$ cat src/spdc_pkg.sv
// Shared types, constants and functions for the serial packet deframer.
`default_nettype none
package spdc_pkg;

	localparam int unsigned SYNC_LEN = 12;
	localparam logic [7:0] CRC_POLY = 8'h07;
	localparam logic [7:0] CRC_INIT = 8'h00;
	localparam logic [15:0] MAX_LEN_RESET = 16'd8192;

	typedef enum logic [2:0] {
		EV_PAYLOAD = 3'd0,
		EV_GOOD    = 3'd1,
		EV_BAD_CRC = 3'd2,
		EV_TOO_BIG = 3'd3,
		EV_SYNC    = 3'd4
	} event_kind_t;

	typedef struct packed {
		event_kind_t kind;
		logic [7:0]  frame_type;
		logic [15:0] frame_length;
		logic [7:0]  payload_byte;
		logic [15:0] payload_index;
		logic [7:0]  computed_crc;
	} result_t;

	typedef struct packed {
		logic [1:0] level;
	} fifo_status_t;

	// Byte of the resync pattern at a given position.
	function automatic logic [7:0] sync_byte(input logic [3:0] pos);
		logic [7:0] b;
		case (pos)
			4'd0:    b = 8'haa;
			4'd1:    b = 8'h08;
			4'd2:    b = 8'h00;
			4'd9:    b = 8'h12;
			4'd10:   b = 8'hab;
			4'd11:   b = 8'hd6;
			default: b = 8'hff;
		endcase
		return b;
	endfunction

	// One byte of CRC-8, MSB first, no reflection.
	function automatic logic [7:0] crc8_byte(input logic [7:0] crc, input logic [7:0] data);
		logic [7:0] c;
		c = crc ^ data;
		for (int i = 0; i < 8; i++) begin
			if (c[7]) begin
				c = {c[6:0], 1'b0} ^ CRC_POLY;
			end else begin
				c = {c[6:0], 1'b0};
			end
		end
		return c;
	endfunction

endpackage
`default_nettype wire

$ cat src/spdc_core.sv
// Receive state machine: resync hunt, header, payload with CRC, checksum check.
`default_nettype none
module spdc_core (
	input  wire logic            clk,
	input  wire logic            arst_n,
	input  wire logic            accept,
	input  wire logic [7:0]      rx_byte,
	input  wire logic            line_error,
	input  wire logic [15:0]     max_len,
	output logic                 res_valid,
	output spdc_pkg::result_t    res
);
	import spdc_pkg::*;

	typedef enum logic [1:0] {
		MODE_RESYNC   = 2'd0,
		MODE_HEADER   = 2'd1,
		MODE_PAYLOAD  = 2'd2,
		MODE_CHECKSUM = 2'd3
	} mode_t;

	localparam logic [3:0] SYNC_LAST = 4'(SYNC_LEN - 1);

	mode_t       mode_q, mode_d;
	logic [3:0]  sync_cnt_q, sync_cnt_d, sync_pos;
	logic [1:0]  hdr_seen_q, hdr_seen_d;
	logic [7:0]  type_q, type_d;
	logic [15:0] len_q, len_d, len_full;
	logic [15:0] remain_q, remain_d;
	logic [7:0]  crc_q, crc_d;

	assign sync_pos = (sync_cnt_q >= 4'(SYNC_LEN)) ? 4'd0 : sync_cnt_q;
	assign len_full = {rx_byte, len_q[7:0]};

	always_comb begin
		mode_d     = mode_q;
		sync_cnt_d = sync_cnt_q;
		hdr_seen_d = hdr_seen_q;
		type_d     = type_q;
		len_d      = len_q;
		remain_d   = remain_q;
		crc_d      = crc_q;
		res_valid  = 1'b0;
		res.kind          = EV_PAYLOAD;
		res.payload_byte  = 8'h00;
		res.payload_index = 16'h0000;
		res.computed_crc  = 8'h00;
		if (accept) begin
			if (line_error) begin
				// A line error always drops back to the hunt without a result.
				mode_d     = MODE_RESYNC;
				sync_cnt_d = 4'd0;
			end else begin
				case (mode_q)
					MODE_RESYNC: begin
						if (rx_byte == sync_byte(sync_pos)) begin
							if (sync_pos == SYNC_LAST) begin
								sync_cnt_d = 4'd0;
								mode_d     = MODE_HEADER;
								hdr_seen_d = 2'd0;
								res_valid  = 1'b1;
								res.kind   = EV_SYNC;
							end else begin
								sync_cnt_d = sync_pos + 4'd1;
							end
						end else begin
							sync_cnt_d = 4'd0;
						end
					end
					MODE_HEADER: begin
						case (hdr_seen_q)
							2'd0: begin
								type_d     = rx_byte;
								hdr_seen_d = 2'd1;
							end
							2'd1: begin
								len_d      = {8'h00, rx_byte};
								hdr_seen_d = 2'd2;
							end
							default: begin
								len_d      = len_full;
								hdr_seen_d = 2'd0;
								if (len_full > max_len) begin
									mode_d     = MODE_RESYNC;
									sync_cnt_d = 4'd0;
									res_valid  = 1'b1;
									res.kind   = EV_TOO_BIG;
								end else begin
									remain_d = len_full;
									crc_d    = CRC_INIT;
									mode_d   = (len_full == 16'd0) ? MODE_CHECKSUM
									                               : MODE_PAYLOAD;
								end
							end
						endcase
					end
					MODE_PAYLOAD: begin
						if (remain_q == 16'd0) begin
							mode_d = MODE_CHECKSUM;
						end else begin
							crc_d             = crc8_byte(crc_q, rx_byte);
							remain_d          = remain_q - 16'd1;
							if (remain_q == 16'd1) begin
								mode_d = MODE_CHECKSUM;
							end
							res_valid         = 1'b1;
							res.kind          = EV_PAYLOAD;
							res.payload_byte  = rx_byte;
							res.payload_index = len_q - remain_q;
						end
					end
					default: begin
						res_valid        = 1'b1;
						res.computed_crc = crc_q;
						if (rx_byte != crc_q) begin
							mode_d     = MODE_RESYNC;
							sync_cnt_d = 4'd0;
							res.kind   = EV_BAD_CRC;
						end else begin
							mode_d     = MODE_HEADER;
							hdr_seen_d = 2'd0;
							res.kind   = EV_GOOD;
						end
					end
				endcase
			end
		end
		// Results carry the header values as they stand after this beat.
		res.frame_type   = type_d;
		res.frame_length = len_d;
	end

	always_ff @(posedge clk or negedge arst_n) begin
		if (!arst_n) begin
			mode_q     <= MODE_RESYNC;
			sync_cnt_q <= 4'd0;
			hdr_seen_q <= 2'd0;
			type_q     <= 8'h00;
			len_q      <= 16'h0000;
			remain_q   <= 16'h0000;
			crc_q      <= CRC_INIT;
		end else begin
			mode_q     <= mode_d;
			sync_cnt_q <= sync_cnt_d;
			hdr_seen_q <= hdr_seen_d;
			type_q     <= type_d;
			len_q      <= len_d;
			remain_q   <= remain_d;
			crc_q      <= crc_d;
		end
	end

endmodule
`default_nettype wire

$ cat src/spdc_out_fifo.sv
// Two-entry result queue that decouples the output stall from the input side.
`default_nettype none
module spdc_out_fifo (
	input  wire logic               clk,
	input  wire logic               arst_n,
	input  wire logic               push,
	input  wire spdc_pkg::result_t  push_data,
	input  wire logic               pop,
	output logic                    valid,
	output spdc_pkg::result_t       data,
	output spdc_pkg::fifo_status_t  status
);
	import spdc_pkg::*;

	result_t    entries_q [2];
	logic       wr_ptr_q;
	logic       rd_ptr_q;
	logic [1:0] level_q;

	assign valid        = (level_q != 2'd0);
	assign data         = entries_q[rd_ptr_q];
	assign status.level = level_q;

	always_ff @(posedge clk) begin
		if (push) begin
			entries_q[wr_ptr_q] <= push_data;
		end
	end

	always_ff @(posedge clk or negedge arst_n) begin
		if (!arst_n) begin
			wr_ptr_q <= 1'b0;
			rd_ptr_q <= 1'b0;
			level_q  <= 2'd0;
		end else begin
			if (push) begin
				wr_ptr_q <= ~wr_ptr_q;
			end
			if (pop) begin
				rd_ptr_q <= ~rd_ptr_q;
			end
			level_q <= level_q + {1'b0, push} - {1'b0, pop};
		end
	end

endmodule
`default_nettype wire

$ cat src/serial_packet_deframer_crc8.sv
// Top level of the serial packet deframer with CRC-8 frame check.
`default_nettype none
// Usage:
// The input channel carries one received byte per beat together with a line
// error flag; a beat is taken when in_valid is high and in_stall is low.
// The block hunts for the 12-byte resync pattern, then reads frames made of a
// type byte, a little-endian 16-bit length, the payload and a CRC-8 byte.
// The output channel delivers at most one result per input beat: payload
// bytes as they arrive, frame good, checksum bad, length too big, or sync.
// One input beat per cycle while in_stall is low; the state update and the
// byte-wide CRC step finish in the cycle the beat is taken. With the queue
// empty, a result shows on the output in the cycle after its input beat.
// Results land in a two-entry queue, so input beats keep flowing while one
// result waits; in_stall rises only when both entries are occupied, which
// happens when the receiver holds out_stall high.
// The maximum payload length register is written through cfg_wr_en and
// cfg_wr_data and resets to 8192; the user must write it only while the block
// is idle, which the block itself does not enforce. Reset puts the receiver
// back into the hunt with all counters cleared and empties the result queue.
module serial_packet_deframer_crc8 (
	input  wire logic        clk,
	input  wire logic        arst_n,
	input  wire logic        in_valid,
	output logic             in_stall,
	input  wire logic [7:0]  rx_byte,
	input  wire logic        line_error,
	output logic             out_valid,
	input  wire logic        out_stall,
	output logic [2:0]       event_kind,
	output logic [7:0]       frame_type,
	output logic [15:0]      frame_length,
	output logic [7:0]       payload_byte,
	output logic [15:0]      payload_index,
	output logic [7:0]       computed_crc,
	input  wire logic        cfg_wr_en,
	input  wire logic [15:0] cfg_wr_data
);
	import spdc_pkg::*;

	logic         in_accept;
	logic         out_pop;
	logic         core_valid;
	result_t      core_res;
	result_t      head_res;
	fifo_status_t fifo_status;
	logic [15:0]  max_len_q;

	// The stall comes straight from the queue level, never from out_stall.
	assign in_stall  = (fifo_status.level == 2'd2);
	assign in_accept = in_valid && !in_stall;
	assign out_pop   = out_valid && !out_stall;

	always_ff @(posedge clk or negedge arst_n) begin
		if (!arst_n) begin
			max_len_q <= MAX_LEN_RESET;
		end else if (cfg_wr_en) begin
			max_len_q <= cfg_wr_data;
		end
	end

	spdc_core u_core (
		.clk        (clk),
		.arst_n     (arst_n),
		.accept     (in_accept),
		.rx_byte    (rx_byte),
		.line_error (line_error),
		.max_len    (max_len_q),
		.res_valid  (core_valid),
		.res        (core_res)
	);

	spdc_out_fifo u_out_fifo (
		.clk       (clk),
		.arst_n    (arst_n),
		.push      (core_valid),
		.push_data (core_res),
		.pop       (out_pop),
		.valid     (out_valid),
		.data      (head_res),
		.status    (fifo_status)
	);

	assign event_kind    = head_res.kind;
	assign frame_type    = head_res.frame_type;
	assign frame_length  = head_res.frame_length;
	assign payload_byte  = head_res.payload_byte;
	assign payload_index = head_res.payload_index;
	assign computed_crc  = head_res.computed_crc;

	// The queue never holds more than its two entries.
	a_level_bound: assert property (@(posedge clk) disable iff (!arst_n)
		fifo_status.level != 2'd3)
		else $error("result queue level out of range");

	// Level tracks pushes and pops exactly.
	a_level_track: assert property (@(posedge clk) disable iff (!arst_n)
		1'b1 |=> fifo_status.level == $past(fifo_status.level)
			+ {1'b0, $past(core_valid)} - {1'b0, $past(out_pop)})
		else $error("result queue level mismatch");

	// A result is only produced by an accepted beat.
	a_no_invented: assert property (@(posedge clk) disable iff (!arst_n)
		core_valid |-> in_accept)
		else $error("result without an accepted input beat");

	// A beat flagged with a line error never yields a result.
	a_err_silent: assert property (@(posedge clk) disable iff (!arst_n)
		in_accept && line_error |-> !core_valid)
		else $error("result produced for a line error beat");

endmodule
`default_nettype wire

$ cat config.mk
export PLATFORM = sky130hd
export DESIGN_NAME = serial_packet_deframer_crc8
export DESIGN_NICKNAME = d
export VERILOG_FILES = /design/src/spdc_pkg.sv /design/src/spdc_core.sv /design/src/spdc_out_fifo.sv /design/src/serial_packet_deframer_crc8.sv
export SDC_FILE = /design/constraint.sdc
export NUM_CORES = 1
export LEC_CHECK = 0
export ABC_AREA = 1
export BUFFER_PORTS_ARGS = -buffer_cell sky130_fd_sc_hd__buf_2
export CAP_MARGIN = 20
export CORE_MARGIN = 2
export CORE_UTILIZATION = 50
export CTS_CLUSTER_DIAMETER = 40
export DETAILED_ROUTE_END_ITERATION = 10
export GPL_TIMING_DRIVEN = 0
export PLACE_DENSITY = 0.8
export SLEW_MARGIN = 20
export SYNTH_ARGS = -nofsm -noshare
export SYNTH_HDL_FRONTEND = slang
export SYNTH_SLANG_ARGS = --single-unit
$ cat constraint.sdc
create_clock -name clk -period 6.42 [get_ports clk]
set_clock_uncertainty 0.15 [all_clocks]
set_input_delay 0.642 -clock clk [delete_from_list [all_inputs] [get_ports clk]]
set_output_delay 0.642 -clock clk [all_outputs]
set_load 0.02 [all_outputs]
==> out/qor.yml, run 1 <==
outcome:
  status: "completed"
placement:
  dpl.hpwl_mm: 17.1
  post-place-cells: 1446
  pre_cts_ws_ns: 2.99
  port_buffers: 89
  gp_congestion: 0.970
  dpl_cell_area_sq_um: 10700
grt:
  antenna_found_initial: 0
  grt-ovfl-total: 0
  grt_pass1_wl_mm: 38.1
  grt_usage_pct: 24.1
  grt_max_degree: 46
  grt_pass1_vias: 7635
cells_and_area:
  fin_nets: 1274
  final_cells: 1479
  multi_input_comb_area_sq_um: 3800
  seqCellArea_sq_um: 5450
  drive_above_1_share_pct: 14.0
  diodes: 0
  syn_to_final_growth_pct: 14.9
  fillers: 1678
  design_area_sq_um: 11300
sta:
  maxSlewViolCount: 0
  setup_viol: 0
  worst_slew_pin_slew_ns: 0.803
  rsz0062_at_grt: "no"
  period_minus_slack_ns: 3.45
  setup_ws_ns: 2.97
  max_freq_mhz: 290
  hold_violations: 0
  slew_headroom_pct: 46.0
  fin_crit_sh_pct: 53.8
logic_synthesis:
  synth_edf_count: 118
  seq_area_frac_synth_pct: 55.3
  yosysWarnings: 0
  syn-num-nets: 1161
  ys_types: 44
  syn-cell-area_sq_um: 9860
  ys_top_cells_by_area: "edfxtp_1 (36%), dfrtp_1 (19%), nand2_1 (12%), ha_1 (5.3%), inv_1 (4.8%)"
  yosysMostFrequentCell: "nand2_1"
  synth_compound_area_share_pct: 10.2
  synth_common_cells: "nand2_1 (328), inv_1 (125), edfxtp_1 (118)"
  synthSimpleGateAreaFrac_pct: 20.5
  synthFlopType: "edfxtp_1"
  syn_area_per_cell_sq_um: 9.06
  synth_top_family_by_area: "simple AND/OR/NAND/NOR gates"
  synth_fa_ha_area_share_pct: 5.54
  yosysTopAreaCell: "edfxtp_1"
  synthArstFlopShare_pct: 39.2
  postSynthCellCount: 1088
  muxShareOfSynthArea_pct: 0.114
  ys_ff_latch: 194
  synth_top_area_share_pct: 36.0
  synth_xor_area_share_pct: 2.13
clock_network:
  clkLatencyLatePin_ns: 0.44
  ctsHtreeMaxLevel: 4
  ctsResizeCount: 0
  clockBufferDepth: 2
  clk_pin_slew_worst_paths_ns: 0.07
  clock-root-buffer: "clkbuf_16"
  cts_tree: "done"
  numCtsBuffers: 17
  post_cts_buffers: 0
  cts_sinks: 194
setup_path:
  r2r_cells: 16
  cp_max_fo: 10
  critPathKind: "reg2out"
  ff2ff_setup_slack_ns: 3.18
  critPathCaptureType: "output pin"
  required_ns: 5.63
  critPathLaunchType: "flip-flop"
  arrival_ns: 2.66
  r2r-end: "u_out_fifo.entries_q[1][35]"
  reg2reg_from: "u_core.sync_cnt_q[3]"
routing:
  first_pass_iters: 7
  drc: 0
  avgRoutedWirePerCell_um: 16.3
  routed_wl_mm: 24.1
  drtIter0Drc: 647
  avgViaCountPerCell: 5.35
  antenna_left: 0
  vias: 7916
floorplan:
  initial_core_util_pct: 50.8
  row_count: 51
  io_pins: 91
  coreArea_sq_um: 19400
  die_x_um: 144
  die_height_um: 144
  die-area_sq_um: 20800
hold_path:
  min_to: "max_len_q[14]"
  hp-class: "in2reg"
  hold_depth: 3
  min_from: "cfg_wr_data[14]"
pwr:
  swShare_pct: 43.1
  power_frac_comb_pct: 43.9
  power_frac_seq_pct: 35.2
  p_switching_w: 0.00212
  intPower_w: 0.00280
  p_leak_nw: 5.23
  clkPwrFrac_pct: 20.9
  power_density_nw_per_um2: 435
  vdd_drop_max_mv: 0.226
flow_run:
  cap_viol_max_count: 0
[flip-flops by register name, indices dropped and copies added (netlist names)]
register,cells
max_len_q,16
u_core.crc_q,8
u_core.hdr_seen_q,2
u_core.len_q,16
u_core.mode_q,2
u_core.remain_q,16
u_core.sync_cnt_q,4
u_core.type_q,8
u_out_fifo.entries_q,118
u_out_fifo.rd_ptr_q,1
u_out_fifo.status,2
u_out_fifo.wr_ptr_q,1
[area by class of cell]
| cell class | instances | share of cell area, % |
|---|---|---|
| timing repair buffer | 94 | 4.89 |
| buffer | 31 | 1.16 |
| inverter | 131 | 4.37 |
| clock inverter | 11 | 0.818 |
| sequential | 194 | 48.1 |
| tap | 265 | 2.93 |
| multi-input combinational | 732 | 33.6 |
| clock buffer | 21 | 4.16 |
[routing by layer]
| layer | global-route usage [%] | vias to the layer above | part of all wire (%) |
|---|---|---|---|
| met2 | 40.2 | 294 | 48 |
| met4 | 9.04 | 0 | 2.5 |
| met5 | 0 | - | 0 |
| met1 | 31.2 | 3745 | 43 |
| met3 | 4.93 | 48 | 6.9 |
| li1 | - | 3829 | - |
[per-stage QoR]
| stage | setup TNS [ns] | hold WS, ns | total power [W] | util, % |
|---|---|---|---|---|
| floorplan | 0 | 0.196 | 0.00326 | - |
| global placement | -18.11 | 0.306 | 0.00382 | 54.8 |
| detailed placement | 0 | 0.309 | 0.00388 | 55.4 |
| CTS | 0 | 0.239 | 0.00492 | 58.4 |
| global route | 0 | 0.271 | 0.00528 | 58.4 |
| finish | 0 | 0.248 | 0.00493 | 58.4 |
[cells in the final DEF, fill, tap and decap left out, drive strengths merged, types with 38 or more instances in the layout]
| cell | Yosys | final |
|---|---|---|
| nand3 | 38 | 38 |
| a21oi | 53 | 53 |
| o21ai | 99 | 99 |
| inv | 130 | 136 |
| nand2 | 340 | 340 |
| ha | 42 | 42 |
| dfrtp | 75 | 75 |
| buf | 7 | 100 |
| clkbuf | 24 | 45 |
| edfxtp | 118 | 118 |
| nor2 | 74 | 74 |
[logic make-up (layout without fill, tap and decap cells)]
kind of cell	after synthesis	after routing
fa+ha+maj	43	43
flops	194	194
compound gates	184	184
mux	1	1
xor+xnor	24	24
simple gates	480	480
buf+inv	162	288
[power by group through the flow]
stage,clock network (W),registers [W],logic (W)
6_report,0.00103,0.00173,0.00216
3_3_place_gp,0,0.00175,0.00207
5_1_grt,0.00109,0.00175,0.00244
2_1_floorplan,0,0.00171,0.00155
3_5_place_dp,0,0.00175,0.00213
4_1_cts,0.00104,0.00173,0.00215
[how the worst max path moves through the flow]
stage          slack (ns)                           to                  from  cells past startpoint
2_1_floorplan        1.53   u_out_fifo.entries_q[1][0]  u_core.sync_cnt_q[3]                     15
5_1_grt              2.88                event_kind[1]   u_out_fifo.rd_ptr_q                      7
3_3_place_gp        -0.31  u_out_fifo.entries_q[1][13]            rx_byte[7]                     14
6_report             2.97                event_kind[1]   u_out_fifo.rd_ptr_q                      7
3_5_place_dp         2.99  u_out_fifo.entries_q[1][27]            rx_byte[7]                     15
4_1_cts              2.97                event_kind[0]   u_out_fifo.rd_ptr_q                      7
[what timing repair did]
action                     CTS  global route
hold endpoints to repair     2             0
hold buffers                 1             0
setup endpoints to repair    0             0
[critical path, stage by stage (launching register included)]
cell and delay (ns):
dfrtp_1 0.37, clkbuf_1 0.25, inv_2 0.16, clkbuf_1 0.54, buf_1 0.48, nand2_1 0.10, nand2_1 0.14, buf_2 0.18
Power figures use the tool's default switching activity.
==> inputs of run 2 (changes only) <==
==> constraint.sdc (replaced) <==
create_clock -name clk -period 3.4 [get_ports clk]
set_clock_uncertainty 0.15 [all_clocks]
set_input_delay 0.34 -clock clk [delete_from_list [all_inputs] [get_ports clk]]
set_output_delay 0.34 -clock clk [all_outputs]
set_load 0.02 [all_outputs]
==> run 2 against run 1 <==
Clock power increased by 90%. Sequential share of layout area down 0.93 points. Final area increased by 2.0%. First-iteration DRC count increased by 4.5%. Routed wire length rose by 1.7%. Global-route usage is 0.072 points higher. Critical path depth is the same. Final cell count up 1.5%. Critical path type unchanged. Via count rose by 0.88%. Combinational power rose by 91%.
==> out/qor.yml, run 2 (synthesized netlist as in run 1, its figures left out) <==
setup_path:
  reg2reg_from: "u_core.sync_cnt_q[3]"
  required_ns: 2.91  # -2.72 ns
  critPathLaunchType: "flip-flop"
  critPathKind: "reg2out"
  crit_chain: "clkbuf_1 -> inv_2 -> clkbuf_1 -> buf_1 -> nand2_1 -> nand2_1 -> buf_2"
  crit_start: "u_out_fifo.rd_ptr_q"
  slowest_stage: "clkbuf_1"
  critPathCaptureType: "output pin"
  max_stage_delay_ns: 0.56  # +0.02 ns
  arrival_ns: 2.70  # +0.04 ns
  cp_max_fo: 10  # unchanged
cells_and_area:
  fin_nets: 1296  # +1.7%
  fin_util_pct: 59.5  # +1.2 points
  final_common_cell: "nand2_1"
  largest-register: "u_out_fifo.entries_q"
  drive_above_1_share_pct: 14.2  # +0.24 points
  final_cells: 1501  # +1.5%
  largest_reg_flops: 118  # unchanged
  final_cell_mix: "nand2_1 (328), inv_1 (124), edfxtp_1 (118), buf_2 (93), o21ai_0 (92)"
  syn_to_final_growth_pct: 17.1
  diodes: 0  # unchanged
routing:
  highest_layer: "met4"
  routed_wl_mm: 24.5  # +1.7%
  drc: 0  # unchanged
  avgRoutedWirePerCell_um: 16.3  # +0.21%
  drtIter0Drc: 676  # +4.5%
  vias: 7986  # +0.88%
  drt-met1-wl_mm: 10.3  # +0.74%
  antenna_left: 0  # unchanged
  wl_met3_mm: 1.96  # +18%
  first_pass_iters: 5  # -2
  avgViaCountPerCell: 5.32  # -0.59%
  dr_wl_met2_mm: 11.7  # +0.75%
floorplan:
  die_height_um: 144  # unchanged
  row_count: 51  # unchanged
  coreArea_sq_um: 19400  # unchanged
  die-area_sq_um: 20800  # unchanged
  die_x_um: 144  # unchanged
  io_pins: 91  # unchanged
  initial_core_util_pct: 50.8  # unchanged
sta:
  setup-tns-final_ns: 0  # unchanged
  slew_headroom_pct: 45.5  # -0.48 points
  setup_viol: 0  # unchanged
  period_minus_slack_ns: 3.19
  max_freq_mhz: 313
  setup_ws_ns: 0.206  # -2.76 ns
  maxSlewViolCount: 0  # unchanged
  worst_slew_pin_slew_ns: 0.811  # +0.00714 ns
  rsz0062_at_grt: "no"
  hold_violations: 0  # unchanged
  fin_crit_sh_pct: 93.9
pwr:
  power_frac_seq_pct: 34.9  # -0.3 points
  p_total_w: 0.00936  # +90%
  power_density_nw_per_um2: 811  # +86%
  intPower_w: 0.00535  # +91%
  vdd_drop_max_mv: 0.484  # +110%
  p_switching_w: 0.00402  # +89%
  clkPwrFrac_pct: 20.9  # about the same
  power_frac_comb_pct: 44.1  # +0.2 points
  swShare_pct: 42.9  # -0.18 points
  p_leak_nw: 5.31  # +1.5%
clock_network:
  cts_sinks: 194  # unchanged
  numCtsBuffers: 17  # unchanged
  ctsHtreeMaxLevel: 4  # unchanged
  cts_tree: "done"
  clock-root-buffer: "clkbuf_16"
  clk_pin_slew_worst_paths_ns: 0.07  # about the same
  clockBufferDepth: 2  # unchanged
  clkLatencyLatePin_ns: 0.44  # about the same
hold_path:
  min_from: "cfg_wr_en"
  hp-class: "in2reg"
grt:
  grt_usage_pct: 24.2  # +0.072 points
  antenna_found_initial: 0  # unchanged
  grt_pass1_vias: 7570  # -0.85%
  grt-ovfl-total: 0  # unchanged
  grt_max_degree: 57  # +24%
  grt_pass1_wl_mm: 38.1  # about the same
placement:
  port_buffers: 89  # unchanged
  gp_congestion: 0.909  # -6.3%
  dpl.hpwl_mm: 17.2  # +0.16%
  post-place-cells: 1446  # unchanged
  pre_cts_ws_ns: -0.0538  # -3.05 ns
flow_run:
  cap_viol_max_count: 0  # unchanged
outcome:
  status: "completed"
-- run 2: changes by cell type in the layout (fill, tap and decap cells not counted), sizes merged --
cell and delta:
dlygate4sd3 +16, buf +5, clkinvlp +5, clkinv -3
bufinv +1, clkbuf -1, inv -1
-- run 2: final cells by class --
class / instances / area, sq um
Fill cell: 1668 / 7860
Sequential cell: 194 / 5450
Multi-Input combinational cell: 732 / 3800
Timing Repair Buffer: 115 / 763
Inverter: 131 / 495
Clock buffer: 20 / 447
Tap cell: 265 / 332
Buffer: 31 / 131
Clock inverter: 12 / 121
Timing Repair inverter: 1 / 7.51
-- run 2: final timing paths --
| kind | end | slack, ns | cells past startpoint |
|---|---|---|---|
| worst max-delay path | frame_type[7] | 0.21 | 7 |
| max in group asynchronous | max_len_q[4] | 2.33 | 3 |
| worst min-delay path | max_len_q[0] | 0.05 | 2 |
| min in group asynchronous | u_core.sync_cnt_q[2] | 0.18 | 2 |
| worst min register to register | u_out_fifo.wr_ptr_q | 0.34 | 2 |
| worst max register to register | u_out_fifo.entries_q[0][38] | 0.21 | 16 |
-- run 2: critical path: cells and delay by family (launching register included) --
kind	cells	cell delay, ns
simple gates	2	0.21
buf+inv	5	1.69
flops	1	0.37
-- run 2: stage by stage --
step | cell area, sq um | hold slack (ns)
floorplan | 9870 | -0.106
global placement | 10600 | 0.303
detailed placement | 10700 | 0.117
CTS | 11500 | 0.0481
global route | 11500 | 0.0627
finish | 11500 | 0.0545
-- run 2: power groups by stage --
stage	registers [W]	clock network [W]	logic, W
after global routing	0.00331	0.00207	0.00464
after floorplan	0.00322	0	0.00294
after CTS	0.00326	0.00198	0.00410
after global placement	0.00330	0	0.00393
final	0.00327	0.00196	0.00413
after detailed placement	0.00330	0	0.00404
-- run 2: layer usage --
metal	global-route usage, %	vias to the layer above
met3	4.70	42
met1	31.8	3731
met4	8.28	0
li1	-	3867
met2	40.3	346
met5	0	-
-- run 2: what timing repair did --
item,CTS,global route
hold buffers,17,0
buffers inserted,0,5
setup endpoints to repair,31,80
gates cloned,1,0
pin swaps,0,1
resized for setup,1,0
hold endpoints to repair,36,0
==> inputs of run 3 (changes only) <==
--- a/config.mk
+++ b/config.mk
@@ -8,7 +8,7 @@
 export ABC_AREA = 1
 export BUFFER_PORTS_ARGS = -buffer_cell sky130_fd_sc_hd__buf_2
 export CAP_MARGIN = 20
-export CORE_MARGIN = 2
+export CORE_MARGIN = 10
 export CORE_UTILIZATION = 50
 export CTS_CLUSTER_DIAMETER = 40
 export DETAILED_ROUTE_END_ITERATION = 10
==> run 3 against run 2 <==
Sequential power is essentially flat. Utilization shrank 0.24 points. Worst hold slack lost 0.0032 ns. Clock power is essentially flat. Routed wire length grew 4.7%. Largest power group unchanged. Critical path type unchanged. Critical endpoint unchanged. Highest routed layer unchanged. Largest cell class unchanged.
==> out/qor.yml, run 3 (synthesized netlist as in run 1, its figures left out) <==
outcome:
  status: "completed"
clock_network:
  clock-root-buffer: "clkbuf_16"
  numCtsBuffers: 17  # unchanged
  ctsHtreeMaxLevel: 4  # unchanged
  clk_pin_slew_worst_paths_ns: 0.07  # about the same
  clockBufferDepth: 2  # unchanged
  clkLatencyLatePin_ns: 0.44  # about the same
  cts_tree: "done"
  cts_sinks: 194  # unchanged
cells_and_area:
  drive_above_1_share_pct: 13.9  # -0.30 points
  final_cell_mix: "nand2_1 (328), inv_1 (124), edfxtp_1 (118), buf_2 (93), o21ai_0 (92)"
  largest-register: "u_out_fifo.entries_q"
  largest_reg_flops: 118  # unchanged
  final_common_cell: "nand2_1"
  final_cells: 1499  # -0.13%
  fin_nets: 1294  # -0.15%
  seqCellArea_sq_um: 5450  # unchanged
  diodes: 0  # unchanged
  multi_input_comb_area_sq_um: 3800  # unchanged
  syn_to_final_growth_pct: 16.7
  fillers: 1720  # +3.1%
pwr:
  p_total_w: 0.00939  # +0.35%
  p_leak_nw: 5.28  # -0.62%
  power_density_nw_per_um2: 817  # +0.75%
  vdd_drop_max_mv: 0.410  # -15%
sta:
  setup-tns-final_ns: 0  # unchanged
  rsz0062_at_grt: "no"
  fin_crit_sh_pct: 95.9  # +2.0 points
  worst_slew_pin_slew_ns: 0.815  # +0.00469 ns
  max_freq_mhz: 307  # -2.1%
  slew_headroom_pct: 45.2  # -0.32 points
  period_minus_slack_ns: 3.26  # +0.0681 ns
  maxSlewViolCount: 0  # unchanged
  setup_viol: 0  # unchanged
  hold_violations: 0  # unchanged
floorplan:
  die-area_sq_um: 25700  # +23%
  initial_core_util_pct: 50.8  # unchanged
  die_x_um: 160  # +11%
  coreArea_sq_um: 19400  # unchanged
  die_height_um: 160  # +11%
  row_count: 51  # unchanged
  io_pins: 91  # unchanged
setup_path:
  max_stage_delay_ns: 0.57  # about the same
  arrival_ns: 2.77  # +0.07 ns
  cp_max_fo: 10  # unchanged
  r2r-end: "u_out_fifo.entries_q[0][19]"
  cp_top_family: "buffers and inverters"
  critPathLaunchType: "flip-flop"
  critPathCaptureType: "output pin"
  crit_chain: "clkbuf_1 -> inv_2 -> clkbuf_1 -> buf_1 -> nand2_1 -> nand2_1 -> buf_2"
  ff2ff_setup_slack_ns: 0.17  # -0.04 ns
  reg2reg_from: "u_core.sync_cnt_q[3]"
  crit_cells: 7  # unchanged
  crit_start: "u_out_fifo.rd_ptr_q"
  critPathKind: "reg2out"
  r2r_cells: 16  # unchanged
  worstPathBufferInverterCount: 5  # unchanged
  cp-endpoint: "frame_type[7]"
  required_ns: 2.91  # about the same
  slowest_stage: "clkbuf_1"
grt:
  grt-ovfl-total: 0  # unchanged
  grt_usage_pct: 19.9  # -4.2 points
  grt_pass1_wl_mm: 41.2  # +8.1%
  grt_pass1_vias: 8130  # +7.4%
  grt_max_degree: 46  # -19%
  antenna_found_initial: 0  # unchanged
routing:
  drtIter0Drc: 868  # +28%
  vias: 7968  # -0.23%
  first_pass_iters: 5  # unchanged
  drc: 0  # unchanged
  routed_wl_mm: 25.7  # +4.7%
  avgRoutedWirePerCell_um: 17.1  # +4.8%
  antenna_left: 0  # unchanged
  avgViaCountPerCell: 5.32  # about the same
placement:
  post-place-cells: 1446  # unchanged
  port_buffers: 89  # unchanged
  gp_congestion: 0.906  # -0.26%
  dpl.hpwl_mm: 18.1  # +5.4%
flow_run:
  cap_viol_max_count: 0  # unchanged
hold_path:
  hp-class: "in2reg"
## run 3: how the worst min path moves through the flow
stage	start	to	slack, ns	cells past startpoint
2_1_floorplan	arst_n	max_len_q[0]	-0.11	0
3_3_place_gp	u_out_fifo.wr_ptr_q	u_out_fifo.wr_ptr_q	0.30	2
3_5_place_dp	arst_n	u_core.sync_cnt_q[2]	0.18	1
4_1_cts	cfg_wr_en	max_len_q[0]	0.05	2
5_1_grt	cfg_wr_en	max_len_q[0]	0.05	2
6_report	cfg_wr_en	max_len_q[0]	0.05	2
## run 3: what timing repair did
item / CTS / global route
buffers inserted: 1 / 2
hold buffers: 17 / 0
endpoints found under the hold margin: 46 / 0
gates resized for setup: 1 / 0
gates cloned: 1 / 0
setup endpoints to repair: 30 / 15
## run 3: layer usage
| layer | global-route usage [%] | vias up | part of all wire, % |
|---|---|---|---|
| met5 | 0 | - | 0 |
| met4 | 6.43 | 0 | 2.3 |
| met3 | 4.65 | 52 | 6.8 |
| met2 | 34.0 | 311 | 48 |
| met1 | 24.5 | 3743 | 43 |
| li1 | - | 3862 | - |
## run 3: layout make-up
type	instances	share of cell area (%)
timing repair inverter	1	0.0653
timing repair buffer	113	6.33
multi-input combinational	732	33.1
tap	265	2.88
buffer	31	1.14
sequential	194	47.4
clock inverter	10	0.892
clock buffer	22	3.95
inverter	131	4.31
## run 3: per-stage QoR
stage          hold WS, ns  setup WS (ns)  area (sq um)  util [%]
2_1_floorplan       -0.106          0.168          9870         -
3_3_place_gp         0.303         -0.554         10600      54.9
3_5_place_dp         0.182         -0.149         10700      55.4
4_1_cts             0.0455          0.182         11500      59.2
5_1_grt             0.0502        0.00773         11500      59.3
6_report            0.0513          0.138         11500      59.3
## run 3: power breakdown
part	switching [W]	total, W	internal, W
registers	0.000302	0.00329	0.00298
clock network	0.000901	0.00194	0.00104
logic	0.00286	0.00417	0.00131
